### src/hw/rtl/tpes_pkg.sv
// Package of the trace pattern search unit: widths, register codes, reset values
// and the types passed between its modules. No dependencies.
package tpes_pkg;

  // Field widths.
  localparam int WORD_W      = 16;
  localparam int SEL_W       = 3;
  localparam int ROW_LIMIT_W = 17;
  localparam int PERIOD_W    = 32;
  localparam int ELAPSED_W   = 49;
  localparam int TIME_W      = 48;
  localparam int CFG_IDX_W   = 3;
  localparam int CFG_DATA_W  = 32;

  // Default search limits.
  localparam int MAX_REPORTS_DEF = 11;
  localparam int MAX_ROWS_DEF    = 65536;

  // Picoseconds per nanosecond, split as an odd factor and a shift.
  localparam int PS_PER_NS = 1000;
  localparam int PRE_SHIFT = 3;

  // Configuration register indexes.
  typedef enum logic [CFG_IDX_W-1:0] {
    REG_CLOCK_TARGET = 3'd0,
    REG_CLOCK_MASK   = 3'd1,
    REG_POD_TARGET   = 3'd2,
    REG_POD_MASK     = 3'd3,
    REG_POD_SELECT   = 3'd4,
    REG_EDGE_MODE    = 3'd5,
    REG_ROW_LIMIT    = 3'd6,
    REG_SAMPLE_PER   = 3'd7
  } cfg_reg_e;

  // Pod select codes.
  localparam logic [SEL_W-1:0] POD_SEL_1 = 3'd1;
  localparam logic [SEL_W-1:0] POD_SEL_2 = 3'd2;
  localparam logic [SEL_W-1:0] POD_SEL_3 = 3'd3;
  localparam logic [SEL_W-1:0] POD_SEL_4 = 3'd4;

  // Register reset values.
  localparam logic [SEL_W-1:0]       POD_SELECT_RST = POD_SEL_1;
  localparam logic                   EDGE_MODE_RST  = 1'b1;
  localparam logic [ROW_LIMIT_W-1:0] ROW_LIMIT_RST  = 17'd65536;
  localparam logic [PERIOD_W-1:0]    PERIOD_RST     = 32'd8000;

  typedef struct packed {
    logic [WORD_W-1:0]      clock_target;
    logic [WORD_W-1:0]      clock_mask;
    logic [WORD_W-1:0]      pod_target;
    logic [WORD_W-1:0]      pod_mask;
    logic [SEL_W-1:0]       pod_select;
    logic                   edge_mode;
    logic [ROW_LIMIT_W-1:0] row_limit;
    logic [PERIOD_W-1:0]    sample_period_ps;
  } cfg_t;

  // Report fields that ride along with the time conversion.
  typedef struct packed {
    logic [WORD_W-1:0] row_number;
    logic [WORD_W-1:0] clock_seen;
    logic [WORD_W-1:0] pod_seen;
    logic              search_done;
  } rep_t;

endpackage

### src/hw/rtl/tpes_cfg_regs.sv
// Configuration register file of the trace pattern search unit.
// Depends on tpes_pkg for the register codes, reset values and cfg_t.
module tpes_cfg_regs (
  input  logic                            clk_i,
  input  logic                            rst_ni,
  input  logic                            cfg_wr_en_i,
  input  logic [tpes_pkg::CFG_IDX_W-1:0]  cfg_index_i,
  input  logic [tpes_pkg::CFG_DATA_W-1:0] cfg_data_i,
  output tpes_pkg::cfg_t                  cfg_o
);
  import tpes_pkg::*;

  cfg_t cfg_q, cfg_d;

  // Decode the register index and take the low bits of the write data.
  always_comb begin
    cfg_d = cfg_q;
    if (cfg_wr_en_i) begin
      unique case (cfg_reg_e'(cfg_index_i))
        REG_CLOCK_TARGET: cfg_d.clock_target     = cfg_data_i[WORD_W-1:0];
        REG_CLOCK_MASK:   cfg_d.clock_mask       = cfg_data_i[WORD_W-1:0];
        REG_POD_TARGET:   cfg_d.pod_target       = cfg_data_i[WORD_W-1:0];
        REG_POD_MASK:     cfg_d.pod_mask         = cfg_data_i[WORD_W-1:0];
        REG_POD_SELECT:   cfg_d.pod_select       = cfg_data_i[SEL_W-1:0];
        REG_EDGE_MODE:    cfg_d.edge_mode        = cfg_data_i[0];
        REG_ROW_LIMIT:    cfg_d.row_limit        = cfg_data_i[ROW_LIMIT_W-1:0];
        REG_SAMPLE_PER:   cfg_d.sample_period_ps = cfg_data_i[PERIOD_W-1:0];
        default:          cfg_d = cfg_q;
      endcase
    end
  end

  always_ff @(posedge clk_i or negedge rst_ni) begin
    if (!rst_ni) begin
      cfg_q.clock_target     <= '0;
      cfg_q.clock_mask       <= '0;
      cfg_q.pod_target       <= '0;
      cfg_q.pod_mask         <= '0;
      cfg_q.pod_select       <= POD_SELECT_RST;
      cfg_q.edge_mode        <= EDGE_MODE_RST;
      cfg_q.row_limit        <= ROW_LIMIT_RST;
      cfg_q.sample_period_ps <= PERIOD_RST;
    end else begin
      cfg_q <= cfg_d;
    end
  end

  assign cfg_o = cfg_q;

endmodule

### src/hw/rtl/tpes_search.sv
// Search stage: masked compares, match flags, row and report counting and the
// picosecond accumulator. Depends on tpes_pkg for cfg_t, rep_t and widths.
module tpes_search #(
  parameter int MAX_REPORTS = tpes_pkg::MAX_REPORTS_DEF,
  parameter int MAX_ROWS    = tpes_pkg::MAX_ROWS_DEF
) (
  input  logic                           clk_i,
  input  logic                           rst_ni,
  input  tpes_pkg::cfg_t                 cfg_i,
  input  logic                           in_valid_i,
  output logic                           in_stall_o,
  input  logic                           start_of_trace_i,
  input  logic [tpes_pkg::WORD_W-1:0]    clock_word_i,
  input  logic [tpes_pkg::WORD_W-1:0]    pod4_word_i,
  input  logic [tpes_pkg::WORD_W-1:0]    pod3_word_i,
  input  logic [tpes_pkg::WORD_W-1:0]    pod2_word_i,
  input  logic [tpes_pkg::WORD_W-1:0]    pod1_word_i,
  output logic                           rep_valid_o,
  input  logic                           rep_ready_i,
  output tpes_pkg::rep_t                 rep_o,
  output logic [tpes_pkg::ELAPSED_W-1:0] elapsed_o
);
  import tpes_pkg::*;

  localparam int ROW_W = $clog2(MAX_ROWS + 1);
  localparam int CMP_W = (ROW_W > ROW_LIMIT_W) ? ROW_W : ROW_LIMIT_W;
  localparam int CNT_W = $clog2(MAX_REPORTS + 1);
  localparam logic [ELAPSED_W:0] ELAPSED_MAX = {1'b0, {ELAPSED_W{1'b1}}};

  // Search state.
  logic                 last_clk_q, last_clk_d;
  logic                 last_pod_q, last_pod_d;
  logic [CNT_W-1:0]     cnt_q, cnt_d;
  logic [ROW_W-1:0]     rows_q, rows_d;
  logic [ELAPSED_W-1:0] elapsed_q, elapsed_d;
  logic                 stopped_q, stopped_d;

  // Report register.
  logic                 rep_valid_q, rep_valid_d;
  rep_t                 rep_q;
  logic [ELAPSED_W-1:0] rep_elapsed_q;

  // Working signals.
  logic                 accept, active;
  logic                 eff_last_clk, eff_last_pod, eff_stopped;
  logic [CNT_W-1:0]     eff_cnt, cnt_next;
  logic [ROW_W-1:0]     eff_rows, rows_next;
  logic [ELAPSED_W-1:0] eff_elapsed, elapsed_next;
  logic [ELAPSED_W:0]   elapsed_sum;
  logic                 sel_ok;
  logic [WORD_W-1:0]    pod_word;
  logic                 clk_en, pod_en, clk_hit, pod_hit;
  logic                 report, row_stop, cnt_stop;
  logic [CMP_W-1:0]     row_ext;

  assign accept     = in_valid_i && !in_stall_o;
  assign in_stall_o = rep_valid_q && !rep_ready_i;

  // Start of trace restores the cleared search state before the row is handled.
  always_comb begin
    if (start_of_trace_i) begin
      eff_last_clk = 1'b1;
      eff_last_pod = 1'b1;
      eff_cnt      = '0;
      eff_rows     = '0;
      eff_elapsed  = '0;
      eff_stopped  = 1'b0;
    end else begin
      eff_last_clk = last_clk_q;
      eff_last_pod = last_pod_q;
      eff_cnt      = cnt_q;
      eff_rows     = rows_q;
      eff_elapsed  = elapsed_q;
      eff_stopped  = stopped_q;
    end
  end

  assign active = !eff_stopped;

  // Pod selection; a code outside one to four disables both channels.
  always_comb begin
    sel_ok   = 1'b1;
    pod_word = '0;
    unique case (cfg_i.pod_select)
      POD_SEL_1: pod_word = pod1_word_i;
      POD_SEL_2: pod_word = pod2_word_i;
      POD_SEL_3: pod_word = pod3_word_i;
      POD_SEL_4: pod_word = pod4_word_i;
      default:   sel_ok   = 1'b0;
    endcase
  end

  // Masked compares; a zero mask disables its channel.
  assign clk_en  = sel_ok && (cfg_i.clock_mask != '0);
  assign pod_en  = sel_ok && (cfg_i.pod_mask != '0);
  assign clk_hit = (clock_word_i & cfg_i.clock_mask) == cfg_i.clock_target;
  assign pod_hit = (pod_word & cfg_i.pod_mask) == cfg_i.pod_target;

  // Report decision and flag update; flags move only in edge mode on enabled channels.
  always_comb begin
    if (cfg_i.edge_mode) begin
      report = (clk_en && (clk_hit != eff_last_clk)) ||
               (pod_en && (pod_hit != eff_last_pod));
    end else begin
      report = (clk_en && clk_hit) || (pod_en && pod_hit);
    end
    last_clk_d = (cfg_i.edge_mode && clk_en) ? clk_hit : eff_last_clk;
    last_pod_d = (cfg_i.edge_mode && pod_en) ? pod_hit : eff_last_pod;
  end

  // Row count, saturating time accumulator and the two stop conditions.
  always_comb begin
    rows_next    = eff_rows + ROW_W'(1);
    row_stop     = (CMP_W'(rows_next) >= CMP_W'(cfg_i.row_limit)) ||
                   (rows_next >= ROW_W'(MAX_ROWS));
    elapsed_sum  = {1'b0, eff_elapsed} + (ELAPSED_W + 1)'(cfg_i.sample_period_ps);
    elapsed_next = (elapsed_sum > ELAPSED_MAX) ? ELAPSED_MAX[ELAPSED_W-1:0]
                                               : elapsed_sum[ELAPSED_W-1:0];
    cnt_next     = report ? (eff_cnt + CNT_W'(1)) : eff_cnt;
    cnt_stop     = report && (cnt_next >= CNT_W'(MAX_REPORTS));
    row_ext      = CMP_W'(eff_rows);
  end

  // Stopped rows leave the state alone unless they start a new trace.
  always_comb begin
    cnt_d     = cnt_q;
    rows_d    = rows_q;
    elapsed_d = elapsed_q;
    stopped_d = stopped_q;
    if (accept && active) begin
      cnt_d     = cnt_next;
      rows_d    = rows_next;
      elapsed_d = elapsed_next;
      stopped_d = row_stop || cnt_stop;
    end
  end

  // The report register frees itself as soon as the next stage takes it.
  always_comb begin
    if (accept) begin
      rep_valid_d = active && report;
    end else if (rep_ready_i) begin
      rep_valid_d = 1'b0;
    end else begin
      rep_valid_d = rep_valid_q;
    end
  end

  always_ff @(posedge clk_i or negedge rst_ni) begin
    if (!rst_ni) begin
      last_clk_q  <= 1'b1;
      last_pod_q  <= 1'b1;
      cnt_q       <= '0;
      rows_q      <= '0;
      elapsed_q   <= '0;
      stopped_q   <= 1'b0;
      rep_valid_q <= 1'b0;
    end else begin
      if (accept && active) begin
        last_clk_q <= last_clk_d;
        last_pod_q <= last_pod_d;
      end
      cnt_q       <= cnt_d;
      rows_q      <= rows_d;
      elapsed_q   <= elapsed_d;
      stopped_q   <= stopped_d;
      rep_valid_q <= rep_valid_d;
    end
  end

  // Report payload, loaded only when a report is made.
  always_ff @(posedge clk_i) begin
    if (accept && active && report) begin
      rep_q.row_number  <= row_ext[WORD_W-1:0];
      rep_q.clock_seen  <= clock_word_i;
      rep_q.pod_seen    <= pod_word;
      rep_q.search_done <= row_stop || cnt_stop;
      rep_elapsed_q     <= eff_elapsed;
    end
  end

  assign rep_valid_o = rep_valid_q;
  assign rep_o       = rep_q;
  assign elapsed_o   = rep_elapsed_q;

endmodule

### src/hw/rtl/tpes_div1000.sv
// Pipelined conversion of elapsed picoseconds to nanoseconds: a shift by three
// and a long division by 125, eight quotient bits per stage. Depends on tpes_pkg.
module tpes_div1000 (
  input  logic                           clk_i,
  input  logic                           rst_ni,
  input  logic                           in_valid_i,
  output logic                           in_ready_o,
  input  logic [tpes_pkg::ELAPSED_W-1:0] elapsed_i,
  input  tpes_pkg::rep_t                 rep_i,
  output logic                           out_valid_o,
  input  logic                           out_stall_i,
  output tpes_pkg::rep_t                 rep_o,
  output logic [tpes_pkg::TIME_W-1:0]    time_ns_o
);
  import tpes_pkg::*;

  localparam int DVD_W   = TIME_W;
  localparam int STEP    = 8;
  localparam int STAGES  = DVD_W / STEP;
  localparam int DIVISOR = PS_PER_NS >> PRE_SHIFT;
  localparam int REM_W   = $clog2(DIVISOR);

  // Eight restoring division steps on the running remainder.
  function automatic logic [REM_W+STEP-1:0] div_digit(
    input logic [REM_W-1:0] rem_in,
    input logic [STEP-1:0]  bits
  );
    logic [REM_W-1:0] r;
    logic [REM_W:0]   trial;
    logic [STEP-1:0]  q;
    r = rem_in;
    q = '0;
    for (int j = STEP - 1; j >= 0; j--) begin
      trial = {r, bits[j]};
      if (trial >= (REM_W + 1)'(DIVISOR)) begin
        r    = REM_W'(trial - (REM_W + 1)'(DIVISOR));
        q[j] = 1'b1;
      end else begin
        r = trial[REM_W-1:0];
      end
    end
    return {r, q};
  endfunction

  logic             src_v   [STAGES];
  logic [DVD_W-1:0] src_dvd [STAGES];
  logic [DVD_W-1:0] src_quo [STAGES];
  logic [REM_W-1:0] src_rem [STAGES];
  rep_t             src_rep [STAGES];

  logic             v_q   [STAGES];
  logic [DVD_W-1:0] dvd_q [STAGES];
  logic [DVD_W-1:0] quo_q [STAGES];
  logic [REM_W-1:0] rem_q [STAGES];
  rep_t             rep_q [STAGES];

  logic             rdy   [STAGES+1];

  // A stage takes new data when it is empty or its contents move on.
  assign rdy[STAGES] = !out_stall_i;
  assign in_ready_o  = rdy[0];

  for (genvar k = 0; k < STAGES; k++) begin : g_stage
    logic [REM_W+STEP-1:0] digit;

    // Stage inputs: the search report for the first stage, the stage before otherwise.
    if (k == 0) begin : g_first
      assign src_v[k]   = in_valid_i;
      assign src_dvd[k] = DVD_W'(elapsed_i[ELAPSED_W-1:PRE_SHIFT]);
      assign src_quo[k] = '0;
      assign src_rem[k] = '0;
      assign src_rep[k] = rep_i;
    end else begin : g_next
      assign src_v[k]   = v_q[k-1];
      assign src_dvd[k] = dvd_q[k-1];
      assign src_quo[k] = quo_q[k-1];
      assign src_rem[k] = rem_q[k-1];
      assign src_rep[k] = rep_q[k-1];
    end

    assign rdy[k] = !v_q[k] || rdy[k+1];
    assign digit  = div_digit(src_rem[k], src_dvd[k][DVD_W-1 -: STEP]);

    always_ff @(posedge clk_i or negedge rst_ni) begin
      if (!rst_ni) begin
        v_q[k] <= 1'b0;
      end else if (rdy[k]) begin
        v_q[k] <= src_v[k];
      end
    end

    // Shift the next dividend byte up and the new quotient byte in.
    always_ff @(posedge clk_i) begin
      if (rdy[k] && src_v[k]) begin
        dvd_q[k] <= src_dvd[k] << STEP;
        quo_q[k] <= {src_quo[k][DVD_W-STEP-1:0], digit[STEP-1:0]};
        rem_q[k] <= digit[REM_W+STEP-1:STEP];
        rep_q[k] <= src_rep[k];
      end
    end
  end

  assign out_valid_o = v_q[STAGES-1];
  assign rep_o       = rep_q[STAGES-1];
  assign time_ns_o   = quo_q[STAGES-1];

endmodule

### src/hw/rtl/trace_pattern_edge_search_unit.sv
// Top level of the logic analyzer masked pattern search unit.
// Depends on tpes_pkg, tpes_cfg_regs, tpes_search and tpes_div1000.
//
//   channel  direction  handshake                 payload
//   in       input      in_valid_i / in_stall_o   start_of_trace, clock and four pod words
//   out      output     out_valid_o / out_stall_i row, clock, pod, time_ns, search_done
//   cfg      input      cfg_wr_en_i               cfg_index_i, cfg_data_i
//
// One trace row is accepted per clock cycle while in_stall_o is low; a report passes
// through the search register and then the six stages of the nanosecond divider.
// Rows that make no report leave nothing in the pipeline.
// Reset is asynchronous and active low and takes effect at once; no clearing pass.
// Out stall holds the pipeline; in stall rises only when every stage holds a report.
module trace_pattern_edge_search_unit #(
  parameter int MAX_REPORTS = tpes_pkg::MAX_REPORTS_DEF,
  parameter int MAX_ROWS    = tpes_pkg::MAX_ROWS_DEF
) (
  input  logic                            clk_i,
  input  logic                            rst_ni,
  input  logic                            cfg_wr_en_i,
  input  logic [tpes_pkg::CFG_IDX_W-1:0]  cfg_index_i,
  input  logic [tpes_pkg::CFG_DATA_W-1:0] cfg_data_i,
  input  logic                            in_valid_i,
  output logic                            in_stall_o,
  input  logic                            start_of_trace_i,
  input  logic [tpes_pkg::WORD_W-1:0]     clock_word_i,
  input  logic [tpes_pkg::WORD_W-1:0]     pod4_word_i,
  input  logic [tpes_pkg::WORD_W-1:0]     pod3_word_i,
  input  logic [tpes_pkg::WORD_W-1:0]     pod2_word_i,
  input  logic [tpes_pkg::WORD_W-1:0]     pod1_word_i,
  output logic                            out_valid_o,
  input  logic                            out_stall_i,
  output logic [tpes_pkg::WORD_W-1:0]     row_number_o,
  output logic [tpes_pkg::WORD_W-1:0]     clock_seen_o,
  output logic [tpes_pkg::WORD_W-1:0]     pod_seen_o,
  output logic [tpes_pkg::TIME_W-1:0]     time_ns_o,
  output logic                            search_done_o
);
  import tpes_pkg::*;

  cfg_t                 cfg;
  logic                 rep_valid, rep_ready;
  rep_t                 rep_srch, rep_out;
  logic [ELAPSED_W-1:0] rep_elapsed;

  // Configuration registers.
  tpes_cfg_regs u_cfg (
    .clk_i       (clk_i),
    .rst_ni      (rst_ni),
    .cfg_wr_en_i (cfg_wr_en_i),
    .cfg_index_i (cfg_index_i),
    .cfg_data_i  (cfg_data_i),
    .cfg_o       (cfg)
  );

  // Match search and state update on each accepted row.
  tpes_search #(
    .MAX_REPORTS (MAX_REPORTS),
    .MAX_ROWS    (MAX_ROWS)
  ) u_search (
    .clk_i            (clk_i),
    .rst_ni           (rst_ni),
    .cfg_i            (cfg),
    .in_valid_i       (in_valid_i),
    .in_stall_o       (in_stall_o),
    .start_of_trace_i (start_of_trace_i),
    .clock_word_i     (clock_word_i),
    .pod4_word_i      (pod4_word_i),
    .pod3_word_i      (pod3_word_i),
    .pod2_word_i      (pod2_word_i),
    .pod1_word_i      (pod1_word_i),
    .rep_valid_o      (rep_valid),
    .rep_ready_i      (rep_ready),
    .rep_o            (rep_srch),
    .elapsed_o        (rep_elapsed)
  );

  // Picosecond to nanosecond conversion of each report.
  tpes_div1000 u_div (
    .clk_i       (clk_i),
    .rst_ni      (rst_ni),
    .in_valid_i  (rep_valid),
    .in_ready_o  (rep_ready),
    .elapsed_i   (rep_elapsed),
    .rep_i       (rep_srch),
    .out_valid_o (out_valid_o),
    .out_stall_i (out_stall_i),
    .rep_o       (rep_out),
    .time_ns_o   (time_ns_o)
  );

  assign row_number_o  = rep_out.row_number;
  assign clock_seen_o  = rep_out.clock_seen;
  assign pod_seen_o    = rep_out.pod_seen;
  assign search_done_o = rep_out.search_done;

endmodule

### config.mk
export PLATFORM = sky130hd
export DESIGN_NAME = trace_pattern_edge_search_unit
export DESIGN_NICKNAME = d
export VERILOG_FILES = /design/src/hw/rtl/tpes_pkg.sv /design/src/hw/rtl/tpes_cfg_regs.sv /design/src/hw/rtl/tpes_search.sv /design/src/hw/rtl/tpes_div1000.sv /design/src/hw/rtl/trace_pattern_edge_search_unit.sv
export SDC_FILE = /design/constraint.sdc
export NUM_CORES = 1
export LEC_CHECK = 0
export ABC_AREA = 1
export ABC_CLOCK_PERIOD_IN_PS = 17700
export BUFFER_PORTS_ARGS = -buffer_cell sky130_fd_sc_hd__buf_2
export CAP_MARGIN = 20
export CORE_MARGIN = 4
export CORE_UTILIZATION = 50
export DETAILED_ROUTE_END_ITERATION = 10
export PLACE_DENSITY = 0.67
export SYNTH_ARGS = -nofsm -noshare
export SYNTH_HDL_FRONTEND = slang
export SYNTH_SLANG_ARGS = --single-unit
### constraint.sdc
create_clock -name clk_i -period 17.7 [get_ports clk_i]
set_input_delay 1.77 -clock clk_i [delete_from_list [all_inputs] [get_ports clk_i]]
set_output_delay 1.77 -clock clk_i [all_outputs]
set_load 0.1 [all_outputs]
Yosys cells after proc, flatten, opt, wreduce, memory -nomap -nowiden
Memories as Yosys holds them, arrays and structs flattened.
Cells that the tools add are included.
{"block": "word_totals", "mem_count": 4, "register_bits": 295, "input_bits": 121, "latch_bits": 0, "ram_bits": 864, "word_cells": 318, "out_inout_bits": 99, "mem_bits_ro": 0}
{"block": "op_classes", "multipliers": 0, "addsub": 49, "order_cmp": 50, "muxes": 119, "shifts": 0, "eq_ne": 15, "div": 0, "n_reduce_logical": 53, "n_bitwise": 2}
{"name": "u_div.rep_q", "words": 6, "word_bits": 49, "rd": 6, "rd_ports_with_merged_regs": 0, "write_ports": 6, "line": "tpes_div1000.sv:55", "source": "rep_t rep_q [STAGES];"}
{"name": "u_div.quo_q", "words": 6, "word_bits": 48, "rd": 6, "rd_ports_with_merged_regs": 0, "write_ports": 6, "line": "tpes_div1000.sv:53", "source": "logic [DVD_W-1:0] quo_q [STAGES];"}
{"name": "u_div.dvd_q", "words": 6, "word_bits": 40, "rd": 5, "rd_ports_with_merged_regs": 0, "write_ports": 6, "line": "tpes_div1000.sv:52", "source": "logic [DVD_W-1:0] dvd_q [STAGES];"}
{"name": "u_div.rem_q", "words": 6, "word_bits": 7, "rd": 5, "rd_ports_with_merged_regs": 0, "write_ports": 6, "line": "tpes_div1000.sv:54", "source": "logic [REM_W-1:0] rem_q [STAGES];"}
{"cell": "$ge 8x7->1 const B", "count": 45}
{"cell": "$mux 7", "count": 46}
{"cell": "$sub 7x7->7 const B", "count": 45}
{"cell": "$mux 49", "count": 2}
{"cell": "$mux 1", "count": 67}
{"cell": "$pmux 16 s4", "count": 1}
{"cell": "$add 49x32->50", "count": 1}
{"cell": "$gt 50x49->1 const B", "count": 1}
{"cell": "$and 16x16->16", "count": 2}
{"cell": "$eq 16x16->1", "count": 2}
{"cell": "$reduce_bool 16->1", "count": 2}
{"cell": "$logic_and 1x1->1", "count": 20}
{"cell": "$add 17x1->17 const B", "count": 1}
{"cell": "$ge 17x17->1", "count": 1}
{"cell": "$ge 17x17->1 const B", "count": 1}
{"cell": "$mux 17", "count": 1}
{"cell": "$reduce_and 2->1", "count": 8}
{"cell": "$eq 3x3->1 const B", "count": 5}
{"cell": "$eq 3x2->1 const B", "count": 4}
{"cell": "$logic_not 1->1", "count": 10}
{"cell": "$logic_or 1x1->1", "count": 10}
{"cell": "$mux 4", "count": 2}
{"cell": "$ge 1x7->1 const B", "count": 1}
{"cell": "$sub 1x7->7 const B", "count": 1}
{"cell": "7 further kinds", "count": 9}

Depth between registers and ports, before layout
An unclocked memory read counts as a cell.
{"block": "logic_depth", "depth_word": 17, "mapped_depth": 69, "depth_no_buf": 69}

Hierarchy
A second synthesis with hierarchy kept.
{"block": "unflattened", "hier_cells": 4487, "area_unflattened_um2": 43316.5}
{"mod": "tpes_div1000", "cells_each": 2576, "area_per_inst_um2": 27631.5, "seq_area_each_um2": 17206.5, "n_inst": 1}
{"mod": "tpes_search", "cells_each": 1395, "area_per_inst_um2": 11091.9, "seq_area_each_um2": 4797.1, "n_inst": 1}
{"mod": "tpes_cfg_regs", "cells_each": 516, "area_per_inst_um2": 4593.2, "seq_area_each_um2": 2939.1, "n_inst": 1}

Worst setup path after synthesis
OpenSTA, ideal clock, no wires.
{"block": "synth_timing", "kind": "input to register", "from": "in out_stall_i", "to": "reg u_search.rep_elapsed_q[10] (netlist: u_search.elapsed_o[10]), enable pin", "n_path_buf": 2, "required_time_ns": 17.151, "setup_ns": 0.549, "arrival_time_ns": 7.518, "stages": 18, "slack_ns": 9.633, "cell_sequence": "nand2_1 > nor2_1 > inv_1 > nor2_1 > inv_1 > nor2_1 > inv_1 > nor2_1 > inv_1 > nor2_1 > inv_1 > nor2_1 > inv_1 > and3_1 > inv_1 > clkbuf_1 > clkbuf_1 > nor2_1"}
{"block": "synth_via", "elab_chain_len": 13}
{"element": "from (decl)", "line": "trace_pattern_edge_search_unit.sv:32", "source": "input logic out_stall_i,"}
{"element": "$logic_not 1->1", "line": "tpes_div1000.sv:60", "source": "assign rdy[STAGES] = !out_stall_i;"}
{"element": "$logic_or 1x1->1 (6 in a row)", "line": "tpes_div1000.sv:81", "source": "assign rdy[k] = !v_q[k] || rdy[k+1];"}
{"element": "$logic_not 1->1", "line": "tpes_search.sv:57", "source": "assign in_stall_o = rep_valid_q && !rep_ready_i;"}
{"element": "$logic_and 1x1->1", "line": "tpes_search.sv:57"}
{"element": "net in_stall_o", "line": "trace_pattern_edge_search_unit.sv:24", "source": "output logic in_stall_o,"}
{"element": "$logic_not 1->1", "line": "tpes_search.sv:56", "source": "assign accept = in_valid_i && !in_stall_o;"}
{"element": "$logic_and 1x1->1", "line": "tpes_search.sv:56"}
{"element": "$logic_and 1x1->1 (2 in a row)", "line": "tpes_search.sv:173", "source": "if (accept && active && report) begin"}
{"element": "to (signal assigned)", "line": "tpes_search.sv:178", "source": "rep_elapsed_q <= eff_elapsed;"}
{"element": "to (decl)", "line": "tpes_search.sv:41", "source": "logic [ELAPSED_W-1:0] rep_elapsed_q;"}
The timed path passes the listed nets, and every way through them passes these cells.
A chain may end at the register's enable or synchronous reset.

==> impl_metrics.tcl <==
set metrics [dict create \
    clock_latency_ns 0.64 \
    worst_slew_pin_slew_ns 1.02 \
    vias_per_cell 5.05 \
    htreeDepth 3 \
    start_kind "flip-flop" \
    cts_setup_buffers 0 \
    syn_area_um2 41300 \
    path_class "flip-flop to flip-flop" \
    hold_viol_final 0 \
    grt_max_degree 77 \
    fin_worst_skew_ns 0.0245 \
    synthArstFlopShare_pct 22.9 \
    hp-class "flip-flop to flip-flop" \
    root_buffer "clkbuf_16" \
    cts_buffers 88 \
    post-route-util_pct 56.8 \
    first_pass_iters 6 \
    hold_buffers 0 \
    wl_mm 80.4 \
    die-area_um2 87300 \
    antenna_left 0 \
    synth_area_leaders "edfxtp_1 48%, dfrtp_1 11%, nand2_1 8.0%" \
    avgSynthCellArea_um2 10.6 \
    cts_buffer_depth 3 \
    period_needed_ns 8.16 \
    hold_depth 0 \
    io_pins 220 \
    synthFlopType "edfxtp_1" \
    setup_viol 0 \
    relSlewSlack_pct 31.6 \
    tns_ns 0 \
    final_nets 4376 \
    vias 26700 \
    cts_tree "built" \
    slew_violations 0 \
    antenna_found_initial 5 \
    r2r-end "u_div.rem_q[4][0]" \
    die_w_um 295 \
    portBuffers 211 \
    die_h_um 295 \
    synth_cells 3878 \
    ys_seq_elements 860 \
    cts_sinks 860 \
    grt_pass1_wl_mm 131 \
    regToRegSetupSlack_ns 9.54 \
    drc 0 \
    yosys.area.top_type "edfxtp_1" \
    dp_slack_ns 9.56 \
    reg2reg_depth 61 \
    worstHoldEndpoint "u_div.dvd_q[0][35]" \
    synth_top_area_share_pct 48.2 \
    crit_top_cell "nand2_1" \
    hpwl_mm 57.3 \
    arrival_ns 8.55 \
    cp_slowest_cell "edfxtp_1" \
    max_cap_violations 0 \
    core_um2 82000 \
    syn_to_final_growth_pct 12.7 \
    synth_warnings 0 \
    ctsResizeCount 0 \
    rows 105 \
    drive_above_1_share_pct 17.1 \
    worstPathRequired_ns 18.09 \
    status "finished clean" \
    setup_slack_ns 9.54 \
    routabilityCongestion 0.868 \
    fin_crit_sh_pct 46.1 \
    grt_usage_pct 18.5 \
    start_util_pct 50.4 \
    yosysSeqAreaShare_pct 60.2 \
    r2r-start "u_div.dvd_q[3][39]" \
    drtIter0Drc 1643 \
    overflow 0 \
    hold_start "u_search.elapsed_o[38]" \
    worstPathMaxFanout 11 \
    synthMostInstantiatedCell "nand2_1" \
    rsz0062_at_grt "no" \
    max_stage_delay_ns 0.38 \
    synth_common_cells "877 x nand2_1, 663 x edfxtp_1, 445 x inv_1" \
    synth-edff-count 663 \
    grt_pass1_vias 25800 \
    wl_per_cell_um 15.2 \
    end_kind "flip-flop" \
    ys_types 77 \
    path_clk_slew_ns 0.06 \
    max_freq_mhz 122 \
]
-- per-layer routing --
layer  routed length (µm)  GRT usage [%]  share of wire [%]
met1                37300           25.6                 46
met2                37600           30.5                 47
met3                 3590           3.35                4.5
met4                 1820           4.57                2.3
met5                   62              0              0.077
-- worst max-delay path by stage --
stage | to | start | cells after the start
2_1_floorplan | u_search.elapsed_o[10] | out_stall_i | 18
3_5_place_dp | u_div.rem_q[4][0] | u_div.dvd_q[3][39] | 61
4_1_cts | u_div.rem_q[4][0] | u_div.dvd_q[3][39] | 61
6_report | u_div.rem_q[4][0] | u_div.dvd_q[3][39] | 61
3_3_place_gp | u_div.quo_q[5][0] | u_div.dvd_q[4][39] | 58
5_1_grt | u_div.rem_q[4][3] | u_div.dvd_q[3][39] | 61
-- cells by family after synthesis --
family / share of synthesized area [%]
AND/OR/NAND/NOR: 21.0
flip-flops: 60.2
buffers and inverters: 5.14
AO/OA/AOI/OAI: 5.38
XOR/XNOR: 4.38
adder cells (fa/ha/maj): 3.47
multiplexers: 0.409
other: 0.00908
-- through the flow --
stage                     instance area, µm²  instances  hold slack, ns
after floorplan                        41300       3885           0.400
after CTS                              46500       5285           0.411
after detailed placement               43600       5121           0.405
after global placement                 43600       5121           0.400
after global routing                   46500       5285           0.418
final                                  46500       5286           0.407
-- cell usage in the layout (no fill, tap or decap), types with 70 or more instances in the layout --
master     instances
clkbuf_16         88
nor2_1           240
ha_1             113
edfxtp_1         663
xor2_1           139
buf_2            210
a21oi_1           70
inv_1            442
nand2_1          877
nand2_2          100
o21ai_0          155
nand3_1          292
dfrtp_1          186
-- flip-flops by register name (all words and copies together) (netlist names) --
register / flops
u_div.dvd_q: 120
u_search.last_clk_q: 1
u_div.src_v: 5
u_search.rep_valid_o: 1
u_search.rep_o: 49
u_div.quo_q: 120
u_search.last_pod_q: 1
u_search.cnt_q: 4
u_search.rows_q: 17
u_div.rep_q: 294
u_search.elapsed_q: 49
u_div.rem_q: 34
u_search.elapsed_o: 46
u_cfg.cfg_o: 117
u_div.out_valid_o: 1
u_search.stopped_q: 1
-- worst max-delay path, delay by kind of cell (launching register included) --
family	cells	cell delay, ns
flip-flops	1	0.38
AO/OA/AOI/OAI	3	0.52
buffers and inverters	10	1.01
XOR/XNOR	1	0.19
AND/OR/NAND/NOR	41	4.67
adder cells (fa/ha/maj)	6	1.20
-- cell type report --
cell class	count	area, µm²
Clock inverter	58	653
Antenna cell	1	2.50
Fill cell	7029	35400
Multi-Input combinational cell	2482	14400
Sequential cell	860	24900
Clock buffer	106	2280
Tap cell	1070	1340
Timing Repair Buffer	232	1220
Inverter	477	1800
Power is not shown: default switching activity piles up to over one toggle a cycle in this logic, so the estimate is an artifact.
